<file path="src/sv/phong_shading_unit_defines.svh">
// ----------------------------------------------------------------------------
// Phong shading unit assertion macros
// Shared concurrent assertion forms, clocked on clk, held off in reset.
// ----------------------------------------------------------------------------
`ifndef PHONG_SHADING_UNIT_DEFINES_SVH
`define PHONG_SHADING_UNIT_DEFINES_SVH

`ifndef ASSERT_OFF
`define PSU_ASSERT_IMP(lbl, ante, cons) \
    lbl: assert property (@(posedge clk) disable iff (!rst_n) (ante) |-> (cons)) \
        else $error("implication check failed");
`define PSU_ASSERT_NXT(lbl, ante, cons) \
    lbl: assert property (@(posedge clk) disable iff (!rst_n) (ante) |=> (cons)) \
        else $error("next-cycle check failed");
`else
`define PSU_ASSERT_IMP(lbl, ante, cons)
`define PSU_ASSERT_NXT(lbl, ante, cons)
`endif

`endif

</file>
<file path="src/sv/psu_sqrt.sv">
// ----------------------------------------------------------------------------
// Pipelined integer square root
// One root bit per stage, digit-by-digit, floor result after W stages.
// ----------------------------------------------------------------------------
`default_nettype none

module psu_sqrt #(
    parameter int W = 16
) (
    input  logic           clk,
    input  logic           en,
    input  logic [2*W-1:0] x,
    output logic [W-1:0]   root
);

    logic [W+2:0]   rem_reg  [W];
    logic [W-1:0]   root_reg [W];
    logic [2*W-1:0] xr_reg   [W];

    logic [W+2:0]   rem_next  [W];
    logic [W-1:0]   root_next [W];
    logic [2*W-1:0] xr_next   [W];

    always_comb
    begin
        logic [W+2:0]   rin;
        logic [W-1:0]   qin;
        logic [2*W-1:0] xin;
        logic [W+2:0]   sh;
        logic [W+2:0]   trial;
        for (int i = 0; i < W; i++)
        begin
            rin   = (i == 0) ? '0 : rem_reg[(i == 0) ? 0 : i-1];
            qin   = (i == 0) ? '0 : root_reg[(i == 0) ? 0 : i-1];
            xin   = (i == 0) ? x  : xr_reg[(i == 0) ? 0 : i-1];
            sh    = {rin[W:0], xin[2*W-1 -: 2]};
            trial = (W+3)'({qin, 2'b01});
            xr_next[i] = {xin[2*W-3:0], 2'b00};
            if (sh >= trial)
            begin
                rem_next[i]  = sh - trial;
                root_next[i] = {qin[W-2:0], 1'b1};
            end
            else
            begin
                rem_next[i]  = sh;
                root_next[i] = {qin[W-2:0], 1'b0};
            end
        end
    end

    always_ff @(posedge clk)
    begin
        if (en)
        begin
            for (int i = 0; i < W; i++)
            begin
                rem_reg[i]  <= rem_next[i];
                root_reg[i] <= root_next[i];
                xr_reg[i]   <= xr_next[i];
            end
        end
    end

    assign root = root_reg[W-1];

endmodule

`default_nettype wire

</file>
<file path="config.mk">
export PLATFORM = sky130hd
export DESIGN_NAME = psu_sqrt
export DESIGN_NICKNAME = d
export VERILOG_FILES = /design/src/sv/phong_shading_unit_defines.svh /design/src/sv/psu_sqrt.sv
export SDC_FILE = /design/constraint.sdc
export NUM_CORES = 1
export LEC_CHECK = 0
export BUFFER_PORTS_ARGS = -buffer_cell sky130_fd_sc_hd__buf_2
export CORE_MARGIN = 2
export CORE_UTILIZATION = 35
export DETAILED_ROUTE_END_ITERATION = 7
export SETUP_SLACK_MARGIN = 0.1
export SKIP_CTS_REPAIR_TIMING = 1
export SLEW_MARGIN = 40
export SYNTH_ARGS = -nofsm -noshare
export SYNTH_HDL_FRONTEND = slang
export SYNTH_SLANG_ARGS = --single-unit
export TNS_END_PERCENT = 1
</file>
<file path="constraint.sdc">
create_clock -name clk -period 3.6 [get_ports clk]
set_input_delay 0.72 -clock clk [delete_from_list [all_inputs] [get_ports clk]]
set_output_delay 0.72 -clock clk [all_outputs]
set_load 0.01 [all_outputs]
</file>
Yosys cells after proc, flatten, opt, wreduce, memory -nomap -nowiden
Memories as Yosys holds them, arrays and structs flattened.
Cells that the tools add are included.
W data, S select, Z words.
Word-level totals
  register bits after elaboration: 0
  memories: 3
  word-level logic and storage cells: 69
  output and inout port bits: 16
  memory bits (writable): 1040
  input port bits: 34
Operators by class
  multiplexer cells: 34
  add/sub/neg operators: 16
  order comparisons: 16
Memory list
  xr_reg: words 16, bits a word 30, read ports 15, clocked after Yosys merged registers in 0, wr ports 16, RTL line psu_sqrt.sv:18  | logic [2*W-1:0] xr_reg [W];
  rem_reg: words 16, bits a word 19, read ports 15, clocked after Yosys merged registers in 0, wr ports 16, RTL line psu_sqrt.sv:16  | logic [W+2:0] rem_reg [W];
  root_reg: words 16, bits a word 16, read ports 16, clocked after Yosys merged registers in 0, wr ports 16, RTL line psu_sqrt.sv:17  | logic [W-1:0] root_reg [W];
Operators with widths (count)
  $mux W19: 16
  $ge A19 B18 Y1: 15
  $sub A19 B18 Y19: 15
  $mux W1: 18
  $sub A2 B1 Y3 const B: 1
  $ge A2 B1 Y1 const B: 1

Longest topological paths before layout
An unclocked memory read counts as a cell.
  depth in word-level cells: 3
  mapped depth: 11

Least setup slack after synthesis
No wires, ideal clock.
  kind: reg-to-reg
  start: memory rem_reg[1][77] (netlist name)
  end: memory rem_reg[1][111] (netlist name), data pin
  arrival time: 2.342 ns
  cell stages (with the launch flop): 10
  setup slack: 1.004 ns
  cells stage by stage: edfxtp_1 -> ha_1 -> o21ai_0 -> a22oi_1 -> a21oi_1 -> o21ai_0 -> a211oi_1 -> clkbuf_1 -> nor3_1 -> a21o_1
RTL lines (RTL line)
  start: declaration: psu_sqrt.sv:16

==> metrics.txt <==
RR Endpoint=rem_reg[1][125]; Avg Inst Size Synth=13.2 sq um; vias=16,600; number of port buffers=49; Hold Path End=xr_reg[0][28]; VDD IR max=0.379 mV; startpoint types=flip-flop; reg2reg path depth=9; drt first pass iters=5; EDFF count, synth=613; status=finished, final reports clean; worst-skew pair later-pin latency=0.61 ns; ys flop type=edfxtp_1; commonest non-fill, non-tap cell in the layout=edfxtp_1; DRT antenna net count=0; number of synthesized register bits=613; Final Max Tran Viols=0; Placed Area=30,000 sq um; class of the worst hold path=input port to flip-flop; Pwr Density=581 nW/um^2; Synth Instances=2,136; Clock Sinks=613; relative slew slack=52.2%; final wirelength=49,500 microns; CTS buffer count=68; row count=104; clk root buf=clkbuf_16; crit path time final=3.07 ns; CP Cell Sequence=ha_1 > o21ai_0 > o2bb2ai_1 > o211ai_1 > nand3_1 > o221ai_2 > buf_4 > nor2_1 > a21oi_1; CTS tree=built; fin crit share=85.3%; Largest register FFs=240; number of distinct library cells after synthesis=74; # IOs=50; pre-CTS WS=0.504 ns; share of cells above drive strength 1=9.84%; initial antenna violation count=0; RSZ-0062 raised after global routing=false; CP endpoint kind=flip-flop; DIE AREA=82,900 sq um; Post-Layout Inst Area=32,200 sq um; Power Total=18.7 mW; Finished Layout Cells=3,356; Die Ht=288 microns; gpl congestion=0.841; max incr delay on CP=0.59 ns; placed cells=3,237; Clock Path Buffers=3; Layout area overhead=14.2%; vias per cell=4.94; drt wl/cell=14.7 microns; hold path depth=1; vias in the first global route=16,600; first-pass GRT wire length=81,600 microns; core area=80,200 sq um; dpl hpwl=35,200 microns; Worst Skew=0.0474 ns; Max FO, Critical Path=13; drt drc=0; FMAX=326 MHz; Worst Path Arrival=3.51 ns; H-tree levels=3; leakage power=12.3 nW; synthesized cell area=28,200 sq um; nets=2,433; MaxCap Viol Count=0; gr usage total=11.9%; FF/Latch Area=18,400 sq um; Yosys warning count=0; Reg2Reg Launch Point=rem_reg[1][96]; Reg clk slew, reported paths=0.06 ns; setup_tns=0 ns; most frequent cells in the layout=edfxtp_1 (613), inv_1 (190), ha_1 (152); global route overflow=0; Fin. Hold Viols=0; largest net degree at the start of global routing=71; Antenna Cells=0; Post-synth ARST share=0%; measured slew at the worst slew-check pin=0.718 ns; post-synthesis sequential area ratio=65.2%; r2r setup slk=0.53 ns; crit path buf inv count=1; drt initial violations=1,089; hold path start=x[28]; Initial Util=35.2%; slowest stage cell, crit path=o221ai_2; fin worst setup slack=0.528 ns; CP top delay family=compound AO/OA/AOI/OAI gates; worst setup path category=flip-flop to flip-flop; die width=288 microns; Multi-input gate area=8960 sq um; Final setup viols=0; Worst Path Required=4.04 ns; Layout fillers=7,388; Net Count, Synth=2,322
-- kinds of logic after synthesis --
logic type,synth area share [%]
AO/OA/AOI/OAI,9.82
multiplexers,1.15
other,0.0133
adder cells (fa/ha/maj),6.74
flip-flops,65.2
XOR/XNOR,4.72
buffers and inverters,3.05
AND/OR/NAND/NOR,9.28
-- per-layer routing --
metal  routed length (microns)  global-route usage (%)  up-vias
li1                          -                       -     8164
met1                     21500                    14.4     7947
met2                     24200                    20.5      352
met3                      1930                    2.23      123
met4                      1900                    5.70        0
met5                         0                       0        -
-- cells in the mapped netlist (5+ instances only) --
cell	n	area share [%]
edfxtp_1	613	65
inv_1	190	2.5
ha_1	152	6.7
nor2_1	132	1.8
nand2_1	129	1.7
a21oi_1	120	2.1
o21ai_0	117	2.1
xor2_1	77	2.4
xnor2_1	75	2.3
nor3_1	40	0.71
nand3_1	35	0.62
nor4_1	32	0.71
a21o_1	31	0.82
nand2b_1	31	0.69
o21a_1	31	0.82
or3_1	28	0.62
clkbuf_1	26	0.35
nor2b_1	21	0.47
mux2_2	20	0.80
nand4_1	16	0.35
o31ai_1	15	0.40
and2_1	14	0.31
a211oi_1	13	0.35
o21bai_1	12	0.32
a31oi_1	10	0.22
and3_1	10	0.22
mux2i_1	10	0.35
o211ai_1	10	0.27
o31a_1	9	0.28
or2_2	9	0.20
or4_1	8	0.21
buf_2	7	0.12
a221oi_1	6	0.19
a211o_1	5	0.16
a21boi_0	5	0.13
a41o_1	5	0.18
-- worst max-delay path by stage --
stage / start / cells past startpoint / end
finish: rem_reg[1][96] / 9 / rem_reg[1][125]
CTS: rem_reg[1][96] / 9 / rem_reg[1][125]
floorplan: rem_reg[1][77] / 9 / rem_reg[1][111]
detailed placement: root_reg[1][81] / 10 / rem_reg[1][125]
global placement: rem_reg[1][96] / 7 / rem_reg[1][120]
global route: rem_reg[0][81] / 7 / rem_reg[0][104]
-- layout make-up --
class                           count  share of cell area, %
Timing Repair Buffer               76                   1.77
Inverter                          190                   2.21
Clock inverter                     43                   1.57
Multi-Input combinational cell   1298                   27.8
Tap cell                         1060                   4.12
Clock buffer                       76                   5.37
Sequential cell                   613                   57.1
-- power by group --
| part | switching, mW | total [mW] | internal [mW] |
|---|---|---|---|
| clock network | 2.81 | 6.83 | 4.02 |
| registers | 0.407 | 9.20 | 8.80 |
| logic | 1.52 | 2.68 | 1.15 |
| total | 4.74 | 18.7 | 14.0 |
-- per-stage QoR --
step                      util (%)  hold WS [ns]
final                         40.2         0.282
after global routing          40.2         0.257
after CTS                     40.2         0.234
after detailed placement      37.4         0.405
after global placement        37.4         0.400
after floorplan                  -         0.400
Note: power is estimated with default switching activity, not from simulation.
